===== config.mk =====
export PLATFORM = sky130hd
export DESIGN_NAME = vrc7_mapper_banks_and_irq
export DESIGN_NICKNAME = d
export VERILOG_FILES = /design/src/rtl/vrc7_pkg.sv /design/src/rtl/vrc7_decode.sv /design/src/rtl/vrc7_mapper_banks_and_irq.sv
export SDC_FILE = /design/constraint.sdc
export NUM_CORES = 1
export LEC_CHECK = 0
export CORE_ASPECT_RATIO = 1.5
export CORE_MARGIN = 2
export CORE_UTILIZATION = 55
export DETAILED_ROUTE_END_ITERATION = 10
export DONT_BUFFER_PORTS = 1
export PLACE_DENSITY = 0.78
export SYNTH_ARGS = -nofsm -noshare
export SYNTH_HDL_FRONTEND = slang
export SYNTH_SLANG_ARGS = --single-unit

===== constraint.sdc =====
create_clock -name aclk -period 9.3 [get_ports aclk]
set_input_delay 1.86 -clock aclk [delete_from_list [all_inputs] [get_ports aclk]]
set_output_delay 1.86 -clock aclk [all_outputs]
set_load 0.005 [all_outputs]

===== src/rtl/vrc7_pkg.sv =====
// Shared types, beat layouts and register decode codes for the VRC7 mapper block.
package vrc7_pkg;

    // Default size of the program image in 8K pages
    localparam int PRG_PAGES_DEFAULT = 256;

    // Item kinds on the input channel
    localparam logic OP_WRITE = 1'b0;
    localparam logic OP_TICK  = 1'b1;

    // Address decode mask and register addresses
    localparam logic [15:0] ADDR_MASK     = 16'hF038;
    localparam logic [15:0] A_PRG0        = 16'h8000;
    localparam logic [15:0] A_PRG1_A      = 16'h8008;
    localparam logic [15:0] A_PRG1_B      = 16'h8010;
    localparam logic [15:0] A_PRG2        = 16'h9000;
    localparam logic [15:0] A_SOUND_A     = 16'h9010;
    localparam logic [15:0] A_SOUND_B     = 16'h9030;
    localparam logic [15:0] A_CHR0        = 16'hA000;
    localparam logic [15:0] A_CHR1_A      = 16'hA008;
    localparam logic [15:0] A_CHR1_B      = 16'hA010;
    localparam logic [15:0] A_CHR2        = 16'hB000;
    localparam logic [15:0] A_CHR3_A      = 16'hB008;
    localparam logic [15:0] A_CHR3_B      = 16'hB010;
    localparam logic [15:0] A_CHR4        = 16'hC000;
    localparam logic [15:0] A_CHR5_A      = 16'hC008;
    localparam logic [15:0] A_CHR5_B      = 16'hC010;
    localparam logic [15:0] A_CHR6        = 16'hD000;
    localparam logic [15:0] A_CHR7_A      = 16'hD008;
    localparam logic [15:0] A_CHR7_B      = 16'hD010;
    localparam logic [15:0] A_MIRROR      = 16'hE000;
    localparam logic [15:0] A_RELOAD_A    = 16'hE008;
    localparam logic [15:0] A_RELOAD_B    = 16'hE010;
    localparam logic [15:0] A_IRQ_CTRL    = 16'hF000;
    localparam logic [15:0] A_IRQ_ACK_A   = 16'hF008;
    localparam logic [15:0] A_IRQ_ACK_B   = 16'hF010;

    // Counter wrap value
    localparam logic [7:0] COUNT_TOP = 8'hFF;

    // Number of character banks
    localparam int CHR_BANKS = 8;

    // Register targets of a decoded write
    localparam logic [3:0] TGT_NONE     = 4'd0;
    localparam logic [3:0] TGT_PRG0     = 4'd1;
    localparam logic [3:0] TGT_PRG1     = 4'd2;
    localparam logic [3:0] TGT_PRG2     = 4'd3;
    localparam logic [3:0] TGT_SOUND    = 4'd4;
    localparam logic [3:0] TGT_CHR      = 4'd5;
    localparam logic [3:0] TGT_MIRROR   = 4'd6;
    localparam logic [3:0] TGT_RELOAD   = 4'd7;
    localparam logic [3:0] TGT_IRQ_CTRL = 4'd8;
    localparam logic [3:0] TGT_IRQ_ACK  = 4'd9;

    // Decoder result: which register, and which character bank
    typedef struct packed {
        logic [3:0] target;
        logic [2:0] chr_idx;
    } dec_t;

    // Input beat
    typedef struct packed {
        logic        op;
        logic [15:0] cpu_address;
        logic [7:0]  write_value;
    } in_beat_t;

    // Result beat
    typedef struct packed {
        logic        irq_pulse;
        logic [1:0]  mirror_mode;
        logic [7:0]  prg_bank_first;
        logic [7:0]  prg_bank_second;
        logic [7:0]  prg_bank_third;
        logic [31:0] chr_banks_low;
        logic [31:0] chr_banks_high;
        logic        sound_write;
        logic [15:0] sound_address;
        logic [7:0]  sound_value;
    } out_beat_t;

endpackage


===== src/rtl/vrc7_decode.sv =====
// Register address decoder for CPU writes.
module vrc7_decode (
    input  logic [15:0]    cpu_address,
    output vrc7_pkg::dec_t dec
);
    import vrc7_pkg::*;

    logic [15:0] masked;

    assign masked = cpu_address & ADDR_MASK;

    // Map the masked address onto a register target
    always_comb begin
        dec.target  = TGT_NONE;
        dec.chr_idx = 3'd0;
        unique case (masked)
            A_PRG0:                  dec.target = TGT_PRG0;
            A_PRG1_A, A_PRG1_B:      dec.target = TGT_PRG1;
            A_PRG2:                  dec.target = TGT_PRG2;
            A_SOUND_A, A_SOUND_B:    dec.target = TGT_SOUND;
            A_CHR0: begin
                dec.target = TGT_CHR; dec.chr_idx = 3'd0;
            end
            A_CHR1_A, A_CHR1_B: begin
                dec.target = TGT_CHR; dec.chr_idx = 3'd1;
            end
            A_CHR2: begin
                dec.target = TGT_CHR; dec.chr_idx = 3'd2;
            end
            A_CHR3_A, A_CHR3_B: begin
                dec.target = TGT_CHR; dec.chr_idx = 3'd3;
            end
            A_CHR4: begin
                dec.target = TGT_CHR; dec.chr_idx = 3'd4;
            end
            A_CHR5_A, A_CHR5_B: begin
                dec.target = TGT_CHR; dec.chr_idx = 3'd5;
            end
            A_CHR6: begin
                dec.target = TGT_CHR; dec.chr_idx = 3'd6;
            end
            A_CHR7_A, A_CHR7_B: begin
                dec.target = TGT_CHR; dec.chr_idx = 3'd7;
            end
            A_MIRROR:                dec.target = TGT_MIRROR;
            A_RELOAD_A, A_RELOAD_B:  dec.target = TGT_RELOAD;
            A_IRQ_CTRL:              dec.target = TGT_IRQ_CTRL;
            A_IRQ_ACK_A, A_IRQ_ACK_B: dec.target = TGT_IRQ_ACK;
            default:                 dec.target = TGT_NONE;
        endcase
    end

endmodule


===== src/rtl/vrc7_mapper_banks_and_irq.sv =====
// Top level of the VRC7 mapper: bank registers, scanline IRQ counter, result register.
//
//   channel  dir  handshake          beat
//   s_       in   s_valid / s_ready  in_beat_t  (CPU write or scanline tick)
//   m_       out  m_valid / m_ready  out_beat_t (register view after the beat)
//
// One beat per cycle while m_ is not stalled: the decode and counter update sit
// between the state registers and the result register, so a beat's result
// appears the cycle after it is taken. s_ready stays high while the result
// register is empty or being drained, so a stall on m_ holds at most one beat.
// Synchronous active-low reset restores the bank defaults and empties the result
// register.
module vrc7_mapper_banks_and_irq #(
    parameter int PRG_PAGES = vrc7_pkg::PRG_PAGES_DEFAULT
) (
    input  logic                aclk,
    input  logic                aresetn,
    input  logic                s_valid,
    output logic                s_ready,
    input  vrc7_pkg::in_beat_t  s_data,
    output logic                m_valid,
    input  logic                m_ready,
    output vrc7_pkg::out_beat_t m_data
);
    import vrc7_pkg::*;

    // Mapper state
    logic [7:0]  prg_reg [3];
    logic [7:0]  chr_reg [CHR_BANKS];
    logic [1:0]  mirror_reg;
    logic [1:0]  irq_en_reg;
    logic [7:0]  irq_count_reg;
    logic [7:0]  irq_reload_reg;

    logic [7:0]  prg_next [3];
    logic [7:0]  chr_next [CHR_BANKS];
    logic [1:0]  mirror_next;
    logic [1:0]  irq_en_next;
    logic [7:0]  irq_count_next;
    logic [7:0]  irq_reload_next;

    logic        m_valid_reg;
    out_beat_t   m_data_reg;
    out_beat_t   m_data_next;

    logic        beat_in;
    logic        pulse;
    logic        snd;
    dec_t        dec;

    assign s_ready = !m_valid_reg || m_ready;
    assign beat_in = s_valid && s_ready;
    assign m_valid = m_valid_reg;
    assign m_data  = m_data_reg;

    vrc7_decode u_decode (
        .cpu_address (s_data.cpu_address),
        .dec         (dec)
    );

    // Next state for one beat
    always_comb begin
        prg_next        = prg_reg;
        chr_next        = chr_reg;
        mirror_next     = mirror_reg;
        irq_en_next     = irq_en_reg;
        irq_count_next  = irq_count_reg;
        irq_reload_next = irq_reload_reg;
        pulse           = 1'b0;
        snd             = 1'b0;
        if (s_data.op == OP_TICK) begin
            if (irq_en_reg[1]) begin
                if (irq_count_reg == COUNT_TOP) begin
                    pulse          = 1'b1;
                    irq_count_next = irq_reload_reg;
                end else begin
                    irq_count_next = irq_count_reg + 8'd1;
                end
            end
        end else begin
            unique case (dec.target)
                TGT_PRG0:   prg_next[0] = s_data.write_value;
                TGT_PRG1:   prg_next[1] = s_data.write_value;
                TGT_PRG2:   prg_next[2] = s_data.write_value;
                TGT_SOUND:  snd = 1'b1;
                TGT_CHR:    chr_next[dec.chr_idx] = s_data.write_value;
                TGT_MIRROR: mirror_next = s_data.write_value[1:0];
                TGT_RELOAD: irq_reload_next = s_data.write_value;
                TGT_IRQ_CTRL: begin
                    irq_en_next = s_data.write_value[1:0];
                    if (s_data.write_value[1]) begin
                        irq_count_next = irq_reload_reg;
                    end
                end
                TGT_IRQ_ACK: irq_en_next = {2{irq_en_reg[0]}};
                default: ;
            endcase
        end
    end

    // Result beat built from the updated state
    always_comb begin
        m_data_next.irq_pulse       = pulse;
        m_data_next.mirror_mode     = mirror_next;
        m_data_next.prg_bank_first  = prg_next[0];
        m_data_next.prg_bank_second = prg_next[1];
        m_data_next.prg_bank_third  = prg_next[2];
        m_data_next.chr_banks_low   = {chr_next[3], chr_next[2], chr_next[1], chr_next[0]};
        m_data_next.chr_banks_high  = {chr_next[7], chr_next[6], chr_next[5], chr_next[4]};
        m_data_next.sound_write     = snd;
        m_data_next.sound_address   = snd ? s_data.cpu_address : 16'd0;
        m_data_next.sound_value     = snd ? s_data.write_value : 8'd0;
    end

    // State registers
    always_ff @(posedge aclk) begin
        if (!aresetn) begin
            prg_reg[0]     <= 8'd0;
            prg_reg[1]     <= 8'd1;
            prg_reg[2]     <= 8'(PRG_PAGES - 2);
            for (int i = 0; i < CHR_BANKS; i++) begin
                chr_reg[i] <= 8'(i);
            end
            mirror_reg     <= 2'd0;
            irq_en_reg     <= 2'd0;
            irq_count_reg  <= 8'd0;
            irq_reload_reg <= 8'd0;
        end else if (beat_in) begin
            prg_reg        <= prg_next;
            chr_reg        <= chr_next;
            mirror_reg     <= mirror_next;
            irq_en_reg     <= irq_en_next;
            irq_count_reg  <= irq_count_next;
            irq_reload_reg <= irq_reload_next;
        end
    end

    // Result register
    always_ff @(posedge aclk) begin
        if (!aresetn) begin
            m_valid_reg <= 1'b0;
        end else if (beat_in) begin
            m_valid_reg <= 1'b1;
        end else if (m_ready) begin
            m_valid_reg <= 1'b0;
        end
    end

    always_ff @(posedge aclk) begin
        if (beat_in) begin
            m_data_reg <= m_data_next;
        end
    end

    // A write beat never raises the interrupt
    assert property (@(posedge aclk) disable iff (!aresetn)
        beat_in && (s_data.op == OP_WRITE) |=> !m_data_reg.irq_pulse)
        else $error("irq pulse on a write beat");

    // A tick beat never reaches the sound chip
    assert property (@(posedge aclk) disable iff (!aresetn)
        beat_in && (s_data.op == OP_TICK) |=> !m_data_reg.sound_write)
        else $error("sound write on a tick beat");

    // Counter at its top reloads from the latch and pulses
    assert property (@(posedge aclk) disable iff (!aresetn)
        beat_in && (s_data.op == OP_TICK) && irq_en_reg[1] && (irq_count_reg == COUNT_TOP)
        |=> m_data_reg.irq_pulse && (irq_count_reg == $past(irq_reload_reg)))
        else $error("counter wrap did not reload or pulse");

    // A result held under stall is not overwritten
    assert property (@(posedge aclk) disable iff (!aresetn)
        m_valid_reg && !m_ready |=> m_valid_reg && $stable(m_data_reg))
        else $error("stalled result changed");

endmodule

# After elaboration in Yosys (flattened, before gate mapping)
# Cells that the tools add are included.
totals:
  reg_bits: 225
  in_bits: 29
  out_inout_bits: 118
  elab_cells: 114
op_classes:
  addsub: 1
  magnitude_cmp: 2
  n_eq_ne: 35
  n_mux: 24
  bitwise: 3
  reduce_logical: 22
ops:
  columns: ["op", "n"]
  rows:
  - ["$eq A7 B7 Y1 const B", 24]
  - ["$mux W64", 2]
  - ["$mux W8", 9]
  - ["$bwmux W64", 1]
  - ["$pmux W4 S9", 1]
  - ["$demux W8 S3", 1]
  - ["$mux W24", 1]
  - ["$pmux W3 S7", 1]
  - ["$eq A4 B3 Y1 const B", 4]
  - ["$reduce_or A2 Y1", 8]
  - ["$reduce_or A12 Y1", 1]
  - ["$add A8 B1 Y8 const B", 1]
  - ["$eq A4 B2 Y1 const B", 2]
  - ["$eq A4 B4 Y1 const B", 2]
  - ["$eq A8 B8 Y1 const B", 1]
  - ["$reduce_and A4 Y1", 2]
  - ["$reduce_bool A2 Y1", 4]
  - ["$reduce_and A3 Y1", 2]
  - ["$mux W1", 5]
  - ["$eq A4 B1 Y1 const B", 1]
  - ["$ge A4 B4 Y1 const B", 1]
  - ["$lt A4 B1 Y1 const B", 1]
  - ["$mux W2", 2]
  - ["$not A3 Y4", 1]
  - ["7 further kinds", 9]

# Depth between registers and ports, before layout
# Gate-level depths: netlist of the first run.
depth:
  ltp_word: 11
  depth_mapped: 8

# By module
# A second synthesis of the first run with hierarchy kept.
unflattened:
  cells_unflattened: 804
  area_unflattened_um2: 9471.6
by_module_without_submodules:
  columns: ["module", "instances", "cells_per_inst", "area_each_um2", "seq_area_each_um2"]
  rows:
  - ["vrc7_mapper_banks_and_irq", 1, 778, 9300.2, 5665.4]
  - ["vrc7_decode", 1, 26, 171.4, 0.0]

# Least setup slack after synthesis of the first run
# No wires, ideal clock.
synth_timing:
  path_kind: "input to register"
  from: "in m_ready"
  to: "reg prg_reg[8] in the netlist's numbering"
  setup_time_ns: 0.129
  arrival_time_ns: 5.062
  required_ns: 9.171
  path_slack_ns: 4.109
  stages: 8
  path_buffers: 2
  path_cell_list: "nand2b_1 -> clkbuf_1 -> nand2_1 -> inv_1 -> buf_2 -> o2111ai_2 -> mux2i_1 -> nand2_1"
synth_via:
  elab_chain_len: 2
synth_rtl:
  columns: ["item", "line", "rtl"]
  rows:
  - ["start: declaration", "vrc7_mapper_banks_and_irq.sv:22", "input logic m_ready,"]
  - ["$logic_or A1 B1 Y1", "vrc7_mapper_banks_and_irq.sv:51", "assign s_ready = !m_valid_reg || m_ready;"]
  - ["via s_ready", "vrc7_mapper_banks_and_irq.sv:19", "output logic s_ready,"]
  - ["$logic_and A1 B1 Y1", "vrc7_mapper_banks_and_irq.sv:52", "assign beat_in = s_valid && s_ready;"]
  - ["via beat_in", "vrc7_mapper_banks_and_irq.sv:46", "logic beat_in;"]
  - ["end signal: assignment", "vrc7_mapper_banks_and_irq.sv:129", "prg_reg <= prg_next;"]
  - ["end: declaration", "vrc7_mapper_banks_and_irq.sv:28", "logic [7:0] prg_reg [3];"]
# The timed path passes the listed nets, and every way through them passes these cells.
# A chain may end at the register's enable or synchronous reset.

# Worst setup path after layout of the first run
layout_timing:
  from: "in m_ready"
  to: "reg chr_reg[50] in the netlist's numbering"
layout_via:
  elab_chain_len: 2
layout_rtl:
  columns: ["item", "line", "rtl"]
  rows:
  - ["$logic_or A1 B1 Y1", "vrc7_mapper_banks_and_irq.sv:51", null]
  - ["$logic_and A1 B1 Y1", "vrc7_mapper_banks_and_irq.sv:52", null]
  - ["end signal: indexed assignment", "vrc7_mapper_banks_and_irq.sv:122", "chr_reg[i] <= 8'(i);"]
  - ["end signal: assignment", "vrc7_mapper_banks_and_irq.sv:130", "chr_reg <= chr_next;"]
  - ["end: declaration", "vrc7_mapper_banks_and_irq.sv:29", "logic [7:0] chr_reg [CHR_BANKS];"]
# No other way between the ends.

==> results by group, run 1 <==
Worst setup path
  – RR Endpoint: chr_reg[50]
  – Worst-path cell chain: nand2b_1 > nand2_1 > inv_4 > buf_4 > and4_1 > nand2_1 > a21oi_1
  – Crit path DAT: 4.97 ns
  – Worst R2R Setup Slack: 5.80 ns
  – Cell mode on critical path: nand2_1
  – Crit path max-delay family: buffers and inverters
  – Buf/Inv on CP: 2
  – Crit Path Class: input pin to register
  – Worst-path maximum fanout: about 70
  – Worst R2R Start: m_valid
  – Startpoint types: input pin
  – CP max stage cell: buf_4
  – Worst Path Required: 9.71 ns
  – Slowest stage delay, CP: 0.81 ns
  – FF-to-FF path depth: 7
  – Worst setup EP type: register

Min path
  – Hold path startpoint: prg_reg[20]
  – Worst Hold Class: register to register
  – Worst Hold End: prg_reg[20]
  – Hold Path Stages: 2

Global routing
  – First-pass GRT wire length: 33,400 um
  – Vias in the first global route: just over 6,000
  – Total track usage: a little under a quarter
  – GR met1 Demand/Resource: between 20% and 30%
  – Met2 usage: 40.7%
  – Met3 usage: roughly 4.3%
  – Gr ovfl total: 0
  – Pin count of the biggest net entering global routing: 72
  – Initial antenna violation count: 0
  – Busiest grt layer: met2

Synthesis
  – Post-synthesis sequential area ratio: roughly three fifths
  – Most common cell in the netlist: edfxtp_1
  – Mapped Cells: a little under 800
  – Area of the mapped netlist: 0.00948 sq mm
  – EDFF count, synth: 116
  – Leading area contributor after synthesis: edfxtp_1
  – Post-synth top cells: edfxtp_1, dfxtp_1, nand2_1, mux2_2, mux2i_1
  – Post-synth cell types: 54
  – Yosys reg bits: 225
  – Synth warn: 0
  – Synth top area share: ~37%
  – Top_reg_cell synth: edfxtp_1
  – Main area contributors after synthesis: edfxtp_1, dfxtp_1, mux2_2
  – Async set-reset flop share out of synthesis: 0%
  – Syn Area/Cell: 12.0 sq um

Clocking
  – Clk buf depth: 3
  – Sink Count: 225
  – Post-CTS Resized: 0
  – Clock slew at reported path FFs: ~0.06 ns
  – CTS H-tree depth: 1
  – Hold_buf cts: 0
  – Setup Buffers After CTS: 0
  – CTS tree: done
  – Clock insertion delay at the later pin of the skew report: 0.49 ns
  – CTS Buf Count: 21
  – Clock root buffer: clkbuf_16

Placement
  – Final weighted congestion in routability-driven placement: 0.857
  – DP Worst Slack: around 4.2 ns
  – Dpl hpwl: 13,700 um
  – PortBufs: 0

Routing
  – DR vias/cell: 6.13
  – Iteration-0 DRC Markers: 486
  – Wirelength, routed: about 22,000 um
  – Drt pass-1 iters: 5
  – DR WL/cell: 21.9 um
  – Final antenna-violating net count: 0
  – DRC: 0
  – Total number of vias: 6,030

Pwr
  – Leak pwr: 3.55 nW
  – Net Sw Power: 406 uW
  – Clock share of power: 41.8%
  – Switch share: 20.9%
  – Reg power frac: 55.4%
  – Internal power: 1.54 mW
  – Gate power share: 2.8%
  – Pwr per Cell Area: 191 mW/mm^2
  – Worst vdd ir: between 0.15 and 0.2 mV

Timing
  – Slew headroom: 19.3%
  – Fin crit period: 4.56 ns
  – Fin. Hold Viols: 0
  – Max Clock Skew: 0.0103 ns
  – RSZ-0062 raised after global routing: false
  – Max Clk Rate: 219 MHz
  – Final setup viols: 0
  – Worst setup margin: between 4 and 5 ns
  – Worst slew pin tran: 1.20 ns
  – Slew Viols, Final: 0
  – Setup tns final: 0 ns
  – Final period utilization: 49.1%

Layout
  – Antenna Cells: 0
  – Nets: 790
  – Syn-to-layout area delta: 7.71%
  – Layout cells sized above 1: 18.7%
  – Largest register FFs: 116

Die
  – Die Span X: 111 um
  – Starting density of the core: a little under three fifths
  – Die height: 165 um
  – Die ar.: 0.0183 sq mm
  – FP Rows: 58
  – I/O pin cnt: 147
  – Core Area: 0.0168 sq mm

Status
  – Outcome: complete, no violations

Run
  – Max Cap Violations: 0
==> worst max-delay path by stage <==
| stage | startpoint | to | slack [ns] | cells after the start |
|---|---|---|---|---|
| final | m_ready | chr_reg[50] | 4.74 | 7 |
| after global routing | m_ready | chr_reg[51] | 4.40 | 7 |
| after CTS | m_ready | chr_reg[51] | 4.71 | 7 |
| after detailed placement | m_ready | chr_reg[51] | 4.21 | 7 |
| after global placement | m_ready | chr_reg[53] | 4.43 | 7 |
| after floorplan | m_ready | prg_reg[8] | 4.11 | 8 |
==> cells in the final DEF, fill, tap and decap left out, types with 3 or more instances in the layout <==
cell and n:
nor3_1 13, clkbuf_16 22, edfxtp_1 116, nand3_1 15, clkbuf_8 3, clkinv_2 3
o211ai_1 9, and3_1 4, nand2b_1 7, nand4_1 10, o21ai_0 13, a221oi_1 3
o32ai_1 4, nor3_2 6, dfxtp_1 109, nor4_4 3, a211oi_1 5, mux2_2 90
and2_1 18, nor2_1 53, inv_1 12, nand2_1 92, or3_1 7, a21oi_1 31
conb_1 3, mux2i_1 70, clkbuf_1 5
==> power by group through the flow <==
stage	clock (mW)	sequential [mW]	combinational [mW]
2_1_floorplan	0	1.10	0.0564
6_report	0.813	1.08	0.0540
5_1_grt	0.867	1.08	0.0589
4_1_cts	0.828	1.08	0.0537
3_3_place_gp	0	1.10	0.0515
3_5_place_dp	0	1.10	0.0536
==> final cells by class <==
class	count	area (sq um)
multi-input combinational	496	3550
sequential	225	5670
tap	210	263
clock inverter	7	43.8
clock buffer	30	611
fill	1312	6630
timing repair buffer	2	15.0
inverter	14	55.1
==> stage by stage <==
| step | power, mW | cells | hold slack, ns | area [sq um] | util, % |
|---|---|---|---|---|---|
| after floorplan | 1.15 | 790 | 0.428 | 9480 | - |
| after global placement | 1.15 | 947 | 0.436 | 9550 | 56.7 |
| after detailed placement | 1.15 | 947 | 0.445 | 9550 | 56.7 |
| after CTS | 1.96 | 984 | 0.458 | 10200 | 60.6 |
| after global routing | 2.01 | 984 | 0.478 | 10200 | 60.6 |
| final | 1.95 | 984 | 0.455 | 10200 | 60.6 |
==> kinds of logic after synthesis <==
logic type | synth area share (%)
other | 0.0396
multiplexers | 18.1
XOR/XNOR | 0.185
adder cells (fa/ha/maj) | 0.132
flip-flops | 59.8
AND/OR/NAND/NOR | 13.2
AO/OA/AOI/OAI | 5.76
buffers and inverters | 2.84
==> tightest hold or removal path: stages, from the launching register on <==
cell     delay [ns]
dfxtp_1        0.30
nand2_1        0.05
mux2i_1        0.05
==> layer usage <==
metal,vias to the layer above,part of all wire (%)
li1,2769,-
met1,2951,38
met2,252,52
met3,58,5.9
met4,0,3.9
met5,-,0
Note: power is estimated with default switching activity, not from simulation.
==> run 2, diff against run 1 <==
PLACE_DENSITY = 0.81   (was 0.78)
clock period = 3.8 ns   (was 9.3 ns; I/O delays follow)
==> run 2 against run 1 <==
Effect of this change:
- sequential cell count is the same
- first-iteration DRC count up 19%
- wire length decreased by 1.7%
- sequential power up 140%
- worst hold slack worse by 0.12 ns
- clock-buffer cell count rose by 6
- non-clock buffer count grew 4
- cell area is 0.25% higher
- clock power rose by 140%
- total power grew 140%
- clock skew is 0.0099 ns higher
- critical path type is now register to register
- largest power group unchanged
- highest routed layer unchanged
==> results by group, run 2 (synthesized netlist as in run 1, its figures left out) <==
Layout
  – Largest register FFs: 116
  – FF/Latch Area: 0.00567 sq mm
  – Final non-filler cell total: between 900 and 1,000
  – Most frequent cells in the layout: edfxtp_1, dfxtp_1, nand2_1
  – Layout cells sized above 1: a little under a fifth
  – Filler cells: 1,286
  – Most common cell after layout, fill and taps aside: edfxtp_1
  – Area of the multi-input gates: 0.00355 sq mm
  – Syn-to-layout area delta: 7.98%
  – Nets: 794
  – Antenna Cells: 0
  – Post-route cell area: 0.0102 sq mm

Timing
  – Fin. Hold Viols: 0
  – Setup tns final: 0 ns
  – Max Clock Skew: between 0.02 and 0.025 ns
  – RSZ-0062 raised after global routing: false
  – Worst setup margin: roughly 1.1 ns
  – Slew Viols, Final: 0
  – Final period utilization: 70.2%
  – Final setup viols: 0
  – Slew headroom: 12.6%
  – Worst slew pin tran: 1.30 ns
  – Fin crit period: 2.67 ns
  – Max Clk Rate: 375 MHz
  – Hold_ws: 0.333 ns

Clocking
  – Clock slew at reported path FFs: approximately 0.07 ns
  – Hold_buf cts: 0
  – Clock insertion delay at the later pin of the skew report: 0.50 ns
  – Clk buf depth: 3
  – Post-CTS Resized: 0
  – CTS H-tree depth: 1
  – Setup Buffers After CTS: 0
  – CTS tree: done
  – Clock root buffer: clkbuf_16
  – CTS Buf Count: 21
  – Sink Count: approximately 230

Pwr
  – Pwr per Cell Area: between 400 and 500 mW/mm^2
  – Switch share: 20.6%
  – Reg power frac: 55.7%
  – Internal power: 3.76 mW
  – Clock share of power: 41.4%
  – Worst vdd ir: approximately 0.45 mV
  – Gate power share: 2.9%
  – Leak pwr: 3.56 nW
  – Net Sw Power: slightly below 1 mW

Routing
  – DRC: 0
  – Total number of vias: 5,948
  – Iteration-0 DRC Markers: about 580
  – DR WL/cell: 21.4 um
  – Final antenna-violating net count: 0
  – Wirelength, routed: between 20,000 and 25,000 um
  – Drt pass-1 iters: 5
  – DR vias/cell: about 6

Worst setup path
  – Worst setup EP type: register
  – Crit Path Class: register to register
  – Slowest stage delay, CP: 1.04 ns
  – Startpoint types: register
  – Worst Path Required: between 4 and 5 ns
  – Worst-path maximum fanout: 10
  – Worst-path cell chain: ha_1 > nand4_1 > o21ai_0 > nor2_1 > a211oi_1 > o32ai_1
  – Crit path max-delay family: compound AO/OA/AOI/OAI gates
  – CP max stage cell: o21ai_0
  – Crit path DAT: 3.00 ns
  – Buf/Inv on CP: 0

Global routing
  – Total track usage: 22.6%
  – Vias in the first global route: 6,042
  – Pin count of the biggest net entering global routing: 66
  – Initial antenna violation count: 0
  – Gr ovfl total: 0
  – First-pass GRT wire length: between 30,000 and 40,000 um

Placement
  – DP Worst Slack: 0.720 ns
  – Dpl hpwl: around 13,000 um
  – Placed insts: around 950
  – Final weighted congestion in routability-driven placement: between 0.8 and 0.9
  – Post-DP Area: roughly 0.0096 sq mm
  – PortBufs: 0

Die
  – Starting density of the core: 56.3%
  – Die ar.: 0.0183 sq mm
  – I/O pin cnt: 147
  – Die height: around 160 um
  – FP Rows: slightly below 60
  – Die Span X: 111 um
  – Core Area: 0.0168 sq mm

Status
  – Outcome: complete, no violations

Min path
  – Worst Hold Class: input pin to register

Run
  – Max Cap Violations: 0
## run 2: stage by stage
stage	total power [mW]	util (%)
after CTS	4.78	60.8
final	4.74	60.8
after global routing	4.89	60.8
after detailed placement	2.83	57.0
after global placement	2.82	57.0
after floorplan	2.82	-
## run 2: cell type report
class / count / area share (%)
Inverter: 14 / 0.538
Sequential cell: 225 / 55.4
Tap cell: 210 / 2.57
Clock inverter: 2 / 0.122
Timing Repair Buffer: 6 / 0.563
Multi-Input combinational cell: 496 / 34.7
Clock buffer: 36 / 6.10
## run 2: per-layer routing
metal | track usage, % | routed length, um | up-vias
met2 | 39.6 | 10900 | 216
met4 | 8.14 | 560 | 0
met3 | 4.37 | 1510 | 38
met1 | 28.1 | 8200 | 2918
met5 | 0 | 0 | -
li1 | - | - | 2776
## run 2: final timing paths
kind | slack [ns] | end | depth (start not counted) | start
min reg2reg | 0.45 | chr_reg[15] | 2 | chr_reg[15]
min | 0.33 | prg_reg[8] | 1 | aresetn
max reg2reg | 1.13 | irq_count_reg[7] | 6 | irq_count_reg[0]
max | 1.13 | irq_count_reg[7] | 6 | irq_count_reg[0]
## run 2: power groups by stage
| stage | Combinational, mW | Sequential, mW | Clock [mW] |
|---|---|---|---|
| 5_1_grt | 0.149 | 2.64 | 2.10 |
| 3_3_place_gp | 0.130 | 2.69 | 0 |
| 6_report | 0.137 | 2.64 | 1.96 |
| 3_5_place_dp | 0.136 | 2.69 | 0 |
| 4_1_cts | 0.137 | 2.64 | 2.00 |
| 2_1_floorplan | 0.138 | 2.68 | 0 |
==> run 3, diff against run 2 <==
ABC_AREA = 1   (was not set)
clock period = 2.2 ns   (was 3.8 ns; I/O delays follow)
==> run 3 against run 2 <==
Effect of this change:
- final cell count up 37%
- sequential share of layout area down 2.0 points
- area after synthesis up 2.8%
- non-clock buffer count up 9
- fmax up 38%
- via count up 25%
- utilization up 0.47 points
- register-to-register slack worse by 0.87 ns
- worst hold slack worse by 0.27 ns
- sequential cell count unchanged
- clock power up 85%
==> results by group, run 3 <==
Synthesis
  – Most common cell in the netlist: nand2_1
  – EDFF count, synth: about 120
  – Post-synthesis sequential area ratio: 58.1%
  – Main area contributors after synthesis: edfxtp_1, dfxtp_1, nand2_1
  – Top_reg_cell synth: edfxtp_1
  – Async set-reset flop share out of synthesis: 0%
  – Mapped Cells: 1,148
  – Syn Area/Cell: approximately 8.5 sq um
  – Yosys reg bits: 225
  – Area of the mapped netlist: 0.00974 sq mm
  – Synth top area share: 35.8%
  – Post-synth cell types: 34
  – Post-synth top cells: nand2_1, inv_1, o21ai_0, edfxtp_1, nor2_1
  – Synth warn: 0
  – Leading area contributor after synthesis: edfxtp_1

Worst setup path
  – Cell mode on critical path: nand3_1
  – Startpoint types: register
  – Worst-path maximum fanout: 8
  – Worst R2R Setup Slack: 0.27 ns
  – Worst-path cell chain: ha_1 > nand3_1 > nor2_1 > nand2_1 > nand2_2 > inv_1 > or2_2 > nand3_1 > a21oi_1
  – Worst R2R Start: irq_count_reg[0]
  – RR Endpoint: irq_count_reg[7]
  – Crit Path Class: register to register
  – Slowest stage delay, CP: 0.38 ns
  – FF-to-FF path depth: 9
  – Worst setup EP type: register
  – Worst Path Required: roughly 2.6 ns
  – CP max stage cell: dfxtp_1
  – Crit path DAT: 2.30 ns

Routing
  – Total number of vias: 7,458
  – DR WL/cell: roughly 16 um
  – DRC: 0
  – Final antenna-violating net count: 0
  – Drt pass-1 iters: 5
  – Iteration-0 DRC Markers: 599
  – DR vias/cell: 5.49
  – Wirelength, routed: 22,400 um

Timing
  – Final period utilization: 87.8%
  – Fin. Hold Viols: 0
  – Worst setup margin: 0.269 ns
  – Final setup viols: 0
  – Max Clock Skew: 0.00774 ns
  – RSZ-0062 raised after global routing: false
  – Fin crit period: 1.93 ns
  – Slew Viols, Final: 0
  – Worst slew pin tran: around 0.51 ns
  – Setup tns final: 0 ns
  – Max Clk Rate: around 520 MHz
  – Slew headroom: 65.8%

Pwr
  – Leak pwr: around 4.7 nW
  – Worst vdd ir: 0.923 mV
  – Pwr per Cell Area: 872 mW/mm^2

Die
  – Starting density of the core: 56.2%
  – I/O pin cnt: roughly 150
  – Die height: around 170 um
  – FP Rows: 59
  – Die ar.: 0.0188 sq mm
  – Die Span X: 113 um
  – Core Area: 0.0173 sq mm

Layout
  – Nets: 1,160
  – Syn-to-layout area delta: 9.04%
  – Most frequent cells in the layout: nand2_1, inv_1, o21ai_0
  – Layout cells sized above 1: 7.42%
  – Antenna Cells: 0
  – Most common cell after layout, fill and taps aside: nand2_1
  – Largest register FFs: 116

Global routing
  – First-pass GRT wire length: 35,400 um
  – Pin count of the biggest net entering global routing: 109
  – Initial antenna violation count: 0
  – Vias in the first global route: ~6,800
  – Gr ovfl total: 0
  – Total track usage: 23.4%

Run
  – Max Cap Violations: 0

Placement
  – Dpl hpwl: between 10,000 and 15,000 um
  – PortBufs: 0
  – DP Worst Slack: between 0.2 and 0.25 ns
  – Final weighted congestion in routability-driven placement: 0.969

Clocking
  – CTS H-tree depth: 1
  – Clock root buffer: clkbuf_16
  – CTS tree: done
  – Clock insertion delay at the later pin of the skew report: approximately 0.50 ns
  – Setup Buffers After CTS: 0
  – CTS Buf Count: 21
  – Sink Count: ~230
  – Clk buf depth: 3
  – Clock slew at reported path FFs: 0.06 ns
  – Hold_buf cts: 0

Min path
  – Worst Hold End: irq_count_reg[5]
  – Hold path startpoint: aresetn
  – Worst Hold Class: input pin to register
  – Hold Path Stages: 2

Status
  – Outcome: complete, no violations
## run 3: changes by cell type after synthesis, moves of 8 or more
cell      change
o21ai_1      +43
nor2_1       +62
o211ai_1      -8
inv_1       +129
o21ai_0     +108
a21oi_1      +41
clkbuf_1     -14
mux2i_1      -70
nand4_1       -9
nand3_1      +16
nand2_1     +185
mux2_2       -90
and2_1       -18
## run 3: per-stage QoR
stage	total power [mW]	hold WS (ns)	cells	area [sq um]	utilization (%)
4_1_cts	9.33	0.0399	1358	10600	61.2
3_3_place_gp	5.69	0.445	1320	9930	57.2
2_1_floorplan	5.53	0.434	1150	9760	-
5_1_grt	9.60	0.0532	1358	10600	61.2
6_report	9.27	0.0587	1358	10600	61.2
3_5_place_dp	5.72	0.454	1320	9930	57.2
## run 3: worst max-delay path by stage
stage	depth (start not counted)	to	slack, ns	startpoint
2_1_floorplan	7	m_data[0]	0.08	m_ready
3_3_place_gp	9	chr_reg[15]	0.22	s_data[13]
3_5_place_dp	10	m_data[3]	0.20	s_data[23]
4_1_cts	9	irq_count_reg[7]	0.25	irq_count_reg[0]
5_1_grt	9	irq_count_reg[7]	0.06	irq_count_reg[0]
6_report	9	irq_count_reg[7]	0.27	irq_count_reg[0]
## run 3: kinds of logic (layout without fill, tap and decap cells)
logic type / count (synthesis) / count (layout) / synth area share [%]
buf+inv: 206 / 201 / 8.53
other cells: 1 / 3 / 0.0385
fa+ha+maj: 1 / 1 / 0.128
xor+xnor: 4 / 4 / 0.360
flops: 225 / 225 / 58.1
simple gates: 469 / 469 / 20.0
compound gates: 242 / 242 / 12.8
## run 3: layer usage
layer	global-route usage (%)	wire length, um
met5	0	0
met4	9.12	773
met3	6.08	1770
met2	39.2	10800
met1	28.9	8990
## run 3: power by group
part | internal [mW] | switching [mW] | leakage, nW
combinational | 0.233 | 0.521 | 2.32
clock | 2.09 | 1.54 | 0.326
sequential | 4.74 | 0.143 | 2.05
total | 7.06 | 2.20 | 4.69
## run 3: area by class of cell
class	instances	area (sq um)
clock buffer	26	574
fill	1438	6720
clock inverter	12	116
tap	213	267
inverter	148	562
multi-input combinational	719	3260
sequential	225	5670
timing repair buffer	15	175
## run 3: critical path: cells and delay by family, from the launching register on
kind | cells | cell delay (ns)
flops | 1 | 0.38
buf+inv | 1 | 0.14
fa+ha+maj | 1 | 0.20
simple gates | 6 | 1.01
compound gates | 1 | 0.07
## run 3: repair_timing
action,4_1_cts,5_1_grt
setup endpoints to repair,0,2
endpoints found under the hold margin,0,0
resized for setup,0,1
